### config.mk
export PLATFORM = sky130hd
export DESIGN_NAME = utf8_direction_run_splitter_unit
export DESIGN_NICKNAME = d
export VERILOG_FILES = /design/src/rtl/u8drs_pkg.sv /design/src/rtl/u8drs_front.sv /design/src/rtl/u8drs_queue.sv /design/src/rtl/u8drs_back.sv /design/src/rtl/utf8_direction_run_splitter_unit.sv
export SDC_FILE = /design/constraint.sdc
export NUM_CORES = 1
export LEC_CHECK = 0
export ABC_AREA = 1
export BUFFER_PORTS_ARGS = -buffer_cell sky130_fd_sc_hd__buf_2
export CELL_PAD_IN_SITES_DETAIL_PLACEMENT = 0
export CELL_PAD_IN_SITES_GLOBAL_PLACEMENT = 1
export CORE_MARGIN = 2
export CORE_UTILIZATION = 51
export CTS_BUF_LIST = sky130_fd_sc_hd__clkbuf_2
export DETAILED_ROUTE_END_ITERATION = 10
export PLACE_DENSITY = 0.86
export SLEW_MARGIN = 0
export SYNTH_ARGS = -nofsm -noshare
export SYNTH_HDL_FRONTEND = slang
export SYNTH_SLANG_ARGS = --single-unit
### constraint.sdc
create_clock -name clk -period 6 [get_ports clk]
set_input_delay 1.2 -clock clk [delete_from_list [all_inputs] [get_ports clk]]
set_output_delay 1.2 -clock clk [all_outputs]
set_load 0.01 [all_outputs]
### src/rtl/u8drs_pkg.sv
// Shared types, constants and class functions of the UTF-8 direction run splitter.
// Depends on nothing; the front end, queue, back end and top level import it.
package u8drs_pkg;

    localparam longint unsigned MAX_LINE_BYTES = 64'd65535;
    localparam int QUEUE_DEPTH_DEFAULT = 4;

    localparam int POS_W = 16;
    localparam int CP_W  = 21;

    typedef logic [POS_W-1:0] pos_t;
    typedef logic [CP_W-1:0]  cp_t;

    localparam pos_t POS_LIMIT = pos_t'((MAX_LINE_BYTES < 64'd65535) ?
                                        MAX_LINE_BYTES : 64'd65535);

    typedef struct packed {
        logic is_strong;
        logic rtl;
        pos_t cp_start;
        pos_t pos;
        logic last;
    } event_t;

    typedef struct packed {
        logic last;
        logic rtl;
        pos_t length;
        pos_t start;
    } run_t;

    typedef enum logic {
        PH_EVENT,
        PH_FINAL
    } phase_t;

    function automatic logic class_rtl(input cp_t cp);
        return (cp >= 21'h000590 && cp <= 21'h0008FF) ||
               (cp >= 21'h00FB1D && cp <= 21'h00FDFF) ||
               (cp >= 21'h00FE70 && cp <= 21'h00FEFF);
    endfunction

    function automatic logic class_ltr(input cp_t cp);
        return (cp >= 21'h000041 && cp <= 21'h00005A) ||
               (cp >= 21'h000061 && cp <= 21'h00007A) ||
               (cp >= 21'h000030 && cp <= 21'h000039) ||
               (cp >= 21'h000400 && cp <= 21'h00052F) ||
               (cp >= 21'h00AC00 && cp <= 21'h00D7AF);
    endfunction

endpackage

### src/rtl/u8drs_front.sv
// Front end: accepts line bytes, decodes UTF-8 and classes each code point.
// Depends on u8drs_pkg; pushes strong and line-end events into u8drs_queue.
module u8drs_front (
    input  logic              clk,
    input  logic              rst_n,
    input  logic              in_valid,
    output logic              in_ready,
    input  logic [7:0]        in_byte,
    input  logic              in_last,
    input  logic              q_full,
    output logic              push,
    output u8drs_pkg::event_t push_ev
);
    import u8drs_pkg::*;

    pos_t       pos_reg, pos_next;
    pos_t       seq_start_reg, seq_start_next;
    logic [1:0] exp_reg, exp_next;
    logic [1:0] col_reg, col_next;
    cp_t        cp_reg, cp_next;

    logic       accept;
    logic       cp_valid;
    cp_t        cp_val;
    pos_t       cp_at;
    cp_t        cp_join;
    logic [1:0] col_inc;
    logic       cp_strong;

    assign in_ready = !q_full;
    assign accept   = in_valid && in_ready;
    assign cp_join  = {cp_reg[CP_W-7:0], in_byte[5:0]};
    assign col_inc  = col_reg + 2'd1;

    always_comb
    begin
        pos_next       = pos_reg;
        seq_start_next = seq_start_reg;
        exp_next       = exp_reg;
        col_next       = col_reg;
        cp_next        = cp_reg;
        cp_valid       = 1'b0;
        cp_val         = cp_t'(in_byte);
        cp_at          = pos_reg;
        if (exp_reg != 2'd0 && in_byte[7:6] == 2'b10)
        begin
            if (col_inc == exp_reg)
            begin
                cp_valid = 1'b1;
                cp_val   = cp_join;
                cp_at    = seq_start_reg;
                exp_next = 2'd0;
                col_next = 2'd0;
                cp_next  = '0;
            end
            else
            begin
                col_next = col_inc;
                cp_next  = cp_join;
            end
        end
        else
        begin
            exp_next = 2'd0;
            col_next = 2'd0;
            cp_next  = '0;
            if (in_byte[7] == 1'b0)
            begin
                cp_valid = 1'b1;
            end
            else if (in_byte[7:5] == 3'b110)
            begin
                exp_next       = 2'd1;
                cp_next        = cp_t'(in_byte[4:0]);
                seq_start_next = pos_reg;
            end
            else if (in_byte[7:4] == 4'b1110)
            begin
                exp_next       = 2'd2;
                cp_next        = cp_t'(in_byte[3:0]);
                seq_start_next = pos_reg;
            end
            else if (in_byte[7:3] == 5'b11110)
            begin
                exp_next       = 2'd3;
                cp_next        = cp_t'(in_byte[2:0]);
                seq_start_next = pos_reg;
            end
        end
        if (in_last)
        begin
            pos_next       = '0;
            seq_start_next = '0;
            exp_next       = 2'd0;
            col_next       = 2'd0;
            cp_next        = '0;
        end
        else if (pos_reg < POS_LIMIT)
        begin
            pos_next = pos_reg + pos_t'(1);
        end
    end

    assign cp_strong         = cp_valid && (class_rtl(cp_val) || class_ltr(cp_val));
    assign push              = accept && (cp_strong || in_last);
    assign push_ev.is_strong = cp_strong;
    assign push_ev.rtl       = class_rtl(cp_val);
    assign push_ev.cp_start  = cp_at;
    assign push_ev.pos       = pos_reg;
    assign push_ev.last      = in_last;

    always_ff @(posedge clk or negedge rst_n)
    begin
        if (!rst_n)
        begin
            pos_reg       <= '0;
            seq_start_reg <= '0;
            exp_reg       <= 2'd0;
            col_reg       <= 2'd0;
            cp_reg        <= '0;
        end
        else if (accept)
        begin
            pos_reg       <= pos_next;
            seq_start_reg <= seq_start_next;
            exp_reg       <= exp_next;
            col_reg       <= col_next;
            cp_reg        <= cp_next;
        end
    end

endmodule

### src/rtl/u8drs_queue.sv
// Event queue between the decoding front end and the run builder.
// Depends on u8drs_pkg for the event type.
module u8drs_queue #(
    parameter int QUEUE_DEPTH = u8drs_pkg::QUEUE_DEPTH_DEFAULT
) (
    input  logic              clk,
    input  logic              rst_n,
    input  logic              push,
    input  u8drs_pkg::event_t push_ev,
    output logic              full,
    output logic              head_valid,
    output u8drs_pkg::event_t head_ev,
    input  logic              pop
);
    import u8drs_pkg::*;

    localparam int PTR_W = (QUEUE_DEPTH > 1) ? $clog2(QUEUE_DEPTH) : 1;
    localparam int CNT_W = $clog2(QUEUE_DEPTH + 1);
    localparam logic [PTR_W-1:0] PTR_LAST = PTR_W'(QUEUE_DEPTH - 1);
    localparam logic [CNT_W-1:0] CNT_FULL = CNT_W'(QUEUE_DEPTH);

    event_t            slot_reg [QUEUE_DEPTH];
    logic [PTR_W-1:0]  wr_ptr_reg, wr_ptr_next;
    logic [PTR_W-1:0]  rd_ptr_reg, rd_ptr_next;
    logic [CNT_W-1:0]  count_reg, count_next;
    logic              do_push, do_pop;

    assign full       = (count_reg == CNT_FULL);
    assign head_valid = (count_reg != '0);
    assign head_ev    = slot_reg[rd_ptr_reg];
    assign do_push    = push && !full;
    assign do_pop     = pop && head_valid;

    always_comb
    begin
        wr_ptr_next = wr_ptr_reg;
        rd_ptr_next = rd_ptr_reg;
        count_next  = count_reg;
        if (do_push)
        begin
            wr_ptr_next = (wr_ptr_reg == PTR_LAST) ? '0 : wr_ptr_reg + PTR_W'(1);
        end
        if (do_pop)
        begin
            rd_ptr_next = (rd_ptr_reg == PTR_LAST) ? '0 : rd_ptr_reg + PTR_W'(1);
        end
        if (do_push && !do_pop)
        begin
            count_next = count_reg + CNT_W'(1);
        end
        else if (do_pop && !do_push)
        begin
            count_next = count_reg - CNT_W'(1);
        end
    end

    always_ff @(posedge clk)
    begin
        if (do_push)
        begin
            slot_reg[wr_ptr_reg] <= push_ev;
        end
    end

    always_ff @(posedge clk or negedge rst_n)
    begin
        if (!rst_n)
        begin
            wr_ptr_reg <= '0;
            rd_ptr_reg <= '0;
            count_reg  <= '0;
        end
        else
        begin
            wr_ptr_reg <= wr_ptr_next;
            rd_ptr_reg <= rd_ptr_next;
            count_reg  <= count_next;
        end
    end

endmodule

### src/rtl/u8drs_back.sv
// Back end: tracks the open run and emits run requests through an output register.
// Depends on u8drs_pkg; pops events from u8drs_queue.
module u8drs_back (
    input  logic              clk,
    input  logic              rst_n,
    input  logic              head_valid,
    input  u8drs_pkg::event_t head_ev,
    output logic              pop,
    output logic              out_valid,
    input  logic              out_ready,
    output u8drs_pkg::run_t   out_run
);
    import u8drs_pkg::*;

    phase_t phase_reg, phase_next;
    pos_t   start_reg, start_next;
    logic   rtl_reg, rtl_next;
    logic   known_reg, known_next;
    logic   out_valid_reg, out_valid_next;
    run_t   out_run_reg, out_run_next;

    logic             can_load;
    logic             load;
    logic             flip;
    logic             first;
    run_t             flip_run;
    run_t             final_run;
    logic [POS_W:0]   end_sum;
    logic [POS_W:0]   final_diff;

    assign can_load = !out_valid_reg || out_ready;
    assign flip     = head_ev.is_strong && known_reg && (head_ev.rtl != rtl_reg);
    assign first    = head_ev.is_strong && !known_reg;

    assign end_sum    = {1'b0, head_ev.pos} + (POS_W+1)'(1);
    assign final_diff = end_sum - {1'b0, start_reg};

    always_comb
    begin
        flip_run.start  = start_reg;
        flip_run.length = (head_ev.cp_start >= start_reg) ? head_ev.cp_start - start_reg : '0;
        flip_run.rtl    = rtl_reg;
        flip_run.last   = 1'b0;

        final_run.start = start_reg;
        if (end_sum < {1'b0, start_reg})
        begin
            final_run.length = '0;
        end
        else if (final_diff[POS_W])
        begin
            final_run.length = '1;
        end
        else
        begin
            final_run.length = final_diff[POS_W-1:0];
        end
        final_run.rtl  = (first ? head_ev.rtl : rtl_reg) && (known_reg || first);
        final_run.last = 1'b1;
    end

    always_comb
    begin
        phase_next   = phase_reg;
        start_next   = start_reg;
        rtl_next     = rtl_reg;
        known_next   = known_reg;
        out_run_next = out_run_reg;
        load         = 1'b0;
        pop          = 1'b0;
        case (phase_reg)
            PH_EVENT:
            begin
                if (head_valid)
                begin
                    if (flip)
                    begin
                        if (can_load)
                        begin
                            load         = 1'b1;
                            out_run_next = flip_run;
                            start_next   = head_ev.cp_start;
                            rtl_next     = head_ev.rtl;
                            if (head_ev.last)
                            begin
                                phase_next = PH_FINAL;
                            end
                            else
                            begin
                                pop = 1'b1;
                            end
                        end
                    end
                    else if (head_ev.last)
                    begin
                        if (can_load)
                        begin
                            load         = 1'b1;
                            out_run_next = final_run;
                            pop          = 1'b1;
                            start_next   = '0;
                            rtl_next     = 1'b0;
                            known_next   = 1'b0;
                        end
                    end
                    else
                    begin
                        pop = 1'b1;
                        if (first)
                        begin
                            rtl_next   = head_ev.rtl;
                            known_next = 1'b1;
                        end
                    end
                end
            end
            PH_FINAL:
            begin
                if (can_load)
                begin
                    load         = 1'b1;
                    out_run_next = final_run;
                    pop          = 1'b1;
                    start_next   = '0;
                    rtl_next     = 1'b0;
                    known_next   = 1'b0;
                    phase_next   = PH_EVENT;
                end
            end
            default:
            begin
                phase_next = PH_EVENT;
            end
        endcase
        if (load)
        begin
            out_valid_next = 1'b1;
        end
        else if (out_ready)
        begin
            out_valid_next = 1'b0;
        end
        else
        begin
            out_valid_next = out_valid_reg;
        end
    end

    assign out_valid = out_valid_reg;
    assign out_run   = out_run_reg;

    always_ff @(posedge clk)
    begin
        out_run_reg <= out_run_next;
    end

    always_ff @(posedge clk or negedge rst_n)
    begin
        if (!rst_n)
        begin
            phase_reg     <= PH_EVENT;
            start_reg     <= '0;
            rtl_reg       <= 1'b0;
            known_reg     <= 1'b0;
            out_valid_reg <= 1'b0;
        end
        else
        begin
            phase_reg     <= phase_next;
            start_reg     <= start_next;
            rtl_reg       <= rtl_next;
            known_reg     <= known_next;
            out_valid_reg <= out_valid_next;
        end
    end

endmodule

### src/rtl/utf8_direction_run_splitter_unit.sv
// Top level of the UTF-8 direction run splitter: front end, event queue, back end.
// Depends on u8drs_pkg, u8drs_front, u8drs_queue and u8drs_back.
//
//   channel | direction | tdata                          | tuser   | tlast
//   s_*     | in        | text_byte                      | -       | line_end
//   m_*     | out       | run_start, run_length          | run_rtl | run_last
//
// One byte per cycle is taken while the event queue has room.
// A byte that ends a line and flips direction gives two runs, one per cycle
// from the back end while m_tready is high, which sets the peak output rate of one run per cycle.
// A byte's event is registered in the event queue, and its run then in the output register.
// A stalled output fills the queue, and then s_tready drops.
// Reset clears all control state at once; no clearing pass is needed.
module utf8_direction_run_splitter_unit #(
    parameter int QUEUE_DEPTH = u8drs_pkg::QUEUE_DEPTH_DEFAULT
) (
    input  logic        clk,
    input  logic        rst_n,
    input  logic        s_tvalid,
    output logic        s_tready,
    input  logic [7:0]  s_tdata,    // [7:0] text_byte
    input  logic        s_tlast,
    output logic        m_tvalid,
    input  logic        m_tready,
    output logic [31:0] m_tdata,    // [15:0] run_start, [31:16] run_length
    output logic        m_tuser,    // [0] run_rtl
    output logic        m_tlast
);
    import u8drs_pkg::*;

    logic   push;
    event_t push_ev;
    logic   q_full;
    logic   head_valid;
    event_t head_ev;
    logic   pop;
    run_t   out_run;

    u8drs_front u_front (
        .clk      (clk),
        .rst_n    (rst_n),
        .in_valid (s_tvalid),
        .in_ready (s_tready),
        .in_byte  (s_tdata),
        .in_last  (s_tlast),
        .q_full   (q_full),
        .push     (push),
        .push_ev  (push_ev)
    );

    u8drs_queue #(
        .QUEUE_DEPTH (QUEUE_DEPTH)
    ) u_queue (
        .clk        (clk),
        .rst_n      (rst_n),
        .push       (push),
        .push_ev    (push_ev),
        .full       (q_full),
        .head_valid (head_valid),
        .head_ev    (head_ev),
        .pop        (pop)
    );

    u8drs_back u_back (
        .clk        (clk),
        .rst_n      (rst_n),
        .head_valid (head_valid),
        .head_ev    (head_ev),
        .pop        (pop),
        .out_valid  (m_tvalid),
        .out_ready  (m_tready),
        .out_run    (out_run)
    );

    assign m_tdata = {out_run.length, out_run.start};
    assign m_tuser = out_run.rtl;
    assign m_tlast = out_run.last;

endmodule

==> qor.yml <==
area_growth_pct: 8.14
syn_inst: 1420
crit_type: "reg -> reg"
clockBufferDepth: 3
synth-edff-count: 174
cts_num_sinks: 252
worstMarginPinSlew_ns: 1.02
min_path_type: "in -> async"
grt_usage_pct: 22.2
synth_nets: 1476
power_mw: 8.37
die_x_um: 166
comb_power_share_pct: 55.8
synth_top_cell_area_share_pct: 38.9
finalCritPeriodShare_pct: 82.5
htreeDepth: 2
synthTopCellsByCount: "nand2_1 (238), edfxtp_1 (174), inv_1 (150)"
clk_pin_slew_worst_paths_ns: 0.11
drtIter0Drc: 677
yosys.area.top_type: "edfxtp_1"
cts_root_buf: "clkbuf_2"
yosysUniqueCellTypes: 63
dp.cells: 1770
report.final.slew_viol_count: 0
antenna_found_initial: 1
pin_count: 49
worst_skew_pair.late_latency_ns: 0.90
ant_nets: 0
setup_viol: 0
vias: 10200
finalHoldViolCount: 0
setup_slack_ns: 1.05
yosys_warnings: 0
finalNetCount: 1554
grt_pass1_vias: 10100
status: "finished clean"
ys.flop_type: "edfxtp_1"
p_leak_nw: 5.97
synth_most_common_cell: "nand2_1"
gp_congestion: 0.907
cp_max_fo: 29
netlist_area_um2: 13400
fin_hold_ws_ns: 0.274
cts_tree: "built"
ys_seq_area_share_pct: 53.4
grt_start_max_net_pins: 71
io_buffers: 48
cap_violations: 0
cts_setup_buffers: 0
cts_resized: 0
post_drt_wl_per_cell_um: 16.2
synth_seq_cells: 252
fin_cells: 1886
dr.pass1.iters: 6
required_ns: 6.74
gr-usage-met1_pct: 28.8
rsz0062_at_grt: "false"
cts_buffers: 61
routed_wl_um: 30500
cts_hold_buf: 0
start_util_pct: 51.7
synth_area_per_cell_um2: 9.46
drive_above_1_share_pct: 16.4
switching_share_pct: 46.6
p_int_mw: 4.47
met3_usage_pct: 3.69
pre_cts_ws_ns: 1.02
end_kind: "register"
met2_usage_pct: 37.9
die_area_um2: 27700
skew_ns: 0.0569
viasPerCell: 5.43
p_clk_share_pct: 13.3
start_kind: "register"
p_switching_mw: 3.90
worstPathArrival_ns: 5.69
fmax_mhz: 202
setup_tns_ns: 0
coreArea_um2: 26000
drc: 0
relSlewSlack_pct: 31.9
synth_area_leaders: "edfxtp_1 (39%), dfrtp_1 (15%), nand2_1 (6.7%)"
hpwl_um: 21200
largest_reg_flops: 140
top_usage_layer: "met2"
grt_pass1_wl_um: 50100
synth_async_sr_flop_share_pct: 31.0
power_density_nw_per_um2: 576
die_y_um: 166
row_count: 59
ir_drop_mv: 0.342
overflow: 0
sequentialPowerShare_pct: 30.9
layout_min_cycle_time_ns: 4.95
logic make-up after synthesis:
| group | synth area share, % |
|---|---|
| mux | 0.0838 |
| buf+inv | 7.13 |
| simple gates | 17.6 |
| fa+ha+maj | 4.17 |
| flops | 53.4 |
| compound gates | 15.2 |
| xor+xnor | 2.40 |
cells in the final DEF (no fill, tap or decap), types with 10 or more instances in the layout:
| cell | Yosys | layout |
|---|---|---|
| inv_2 | 14 | 15 |
| nand3_1 | 84 | 84 |
| o21ai_0 | 130 | 130 |
| inv_1 | 150 | 149 |
| edfxtp_1 | 174 | 174 |
| xnor2_1 | 11 | 11 |
| clkinv_1 | 5 | 26 |
| o22ai_1 | 45 | 45 |
| nor2_1 | 125 | 120 |
| buf_2 | 4 | 47 |
| a21oi_1 | 91 | 90 |
| ha_1 | 40 | 40 |
| a21oi_2 | 13 | 14 |
| nand2_1 | 238 | 238 |
| xor2_1 | 24 | 24 |
| nor3_1 | 21 | 21 |
| dfrtp_1 | 78 | 77 |
| clkbuf_2 | 0 | 84 |
| nand4_1 | 10 | 10 |
| clkinv_2 | 1 | 10 |
| o21ai_2 | 13 | 13 |
| buf_4 | 5 | 17 |
metal layers:
| layer | vias up | share of wire (%) |
|---|---|---|
| li1 | 5113 | - |
| met4 | 0 | 2.2 |
| met1 | 4844 | 45 |
| met3 | 50 | 4.2 |
| met5 | - | 0 |
| met2 | 236 | 48 |
final cells by class:
cell class | count | area [µm²]
well taps | 335 | 419
inverters | 172 | 654
clock inverters | 31 | 154
flip-flops and latches | 252 | 7180
diodes | 1 | 2.50
multi-input cells | 947 | 5330
repair buffers | 64 | 363
clock buffers | 84 | 420
fillers | 2354 | 11500
power by group through the flow:
stage / Sequential (mW) / Clock [mW] / Combinational, mW
2_1_floorplan: 2.64 / 0 / 3.58
3_3_place_gp: 2.61 / 0 / 4.58
3_5_place_dp: 2.62 / 0 / 4.67
4_1_cts: 2.58 / 1.15 / 4.68
5_1_grt: 2.63 / 1.23 / 5.25
6_report: 2.58 / 1.12 / 4.67
worst max-delay path, stage by stage (launching register included):
cell      delay [ns]
dfrtp_1         0.62
inv_4           0.37
o21ai_0         0.17
o22ai_2         0.18
ha_1            0.24
nand4_2         0.16
nor3_4          0.22
nand2_1         0.11
nor3_1          0.22
nand2_1         0.10
nor3_1          0.20
nand2_1         0.10
xor2_1          0.16
inv_1           0.07
ha_1            0.34
inv_1           0.07
nor3_1          0.24
nor3b_1         0.21
a221oi_1        0.13
xor2_2          0.19
buf_4           0.17
inv_2           0.24
o21ai_0         0.11
a21boi_0        0.18
metrics by stage:
step	instance area, µm²	utilization (%)
3_5_place_dp	13900	53.7
4_1_cts	14500	55.9
5_1_grt	14500	55.9
6_report	14500	55.9
3_3_place_gp	13900	53.7
2_1_floorplan	13400	-
worst paths after layout:
| check | from | slack [ns] | to | cells after the start |
|---|---|---|---|---|
| worst max-delay path | u_queue.rd_ptr_reg[1] | 1.05 | u_back.out_run[29] | 23 |
| worst min-delay path | rst_n | 0.27 | u_front.seq_start_reg[10] | 1 |
| worst max register to register | u_queue.rd_ptr_reg[1] | 1.05 | u_back.out_run[29] | 23 |
| worst min register to register | u_front.pos_reg[15] | 0.52 | u_queue.slot_reg[1][16] | 0 |
| max in group asynchronous | rst_n | 4.72 | u_front.seq_start_reg[1] | 2 |
| min in group clk | u_front.pos_reg[15] | 0.52 | u_queue.slot_reg[1][16] | 0 |
Note: power is estimated with default switching activity, not from simulation.
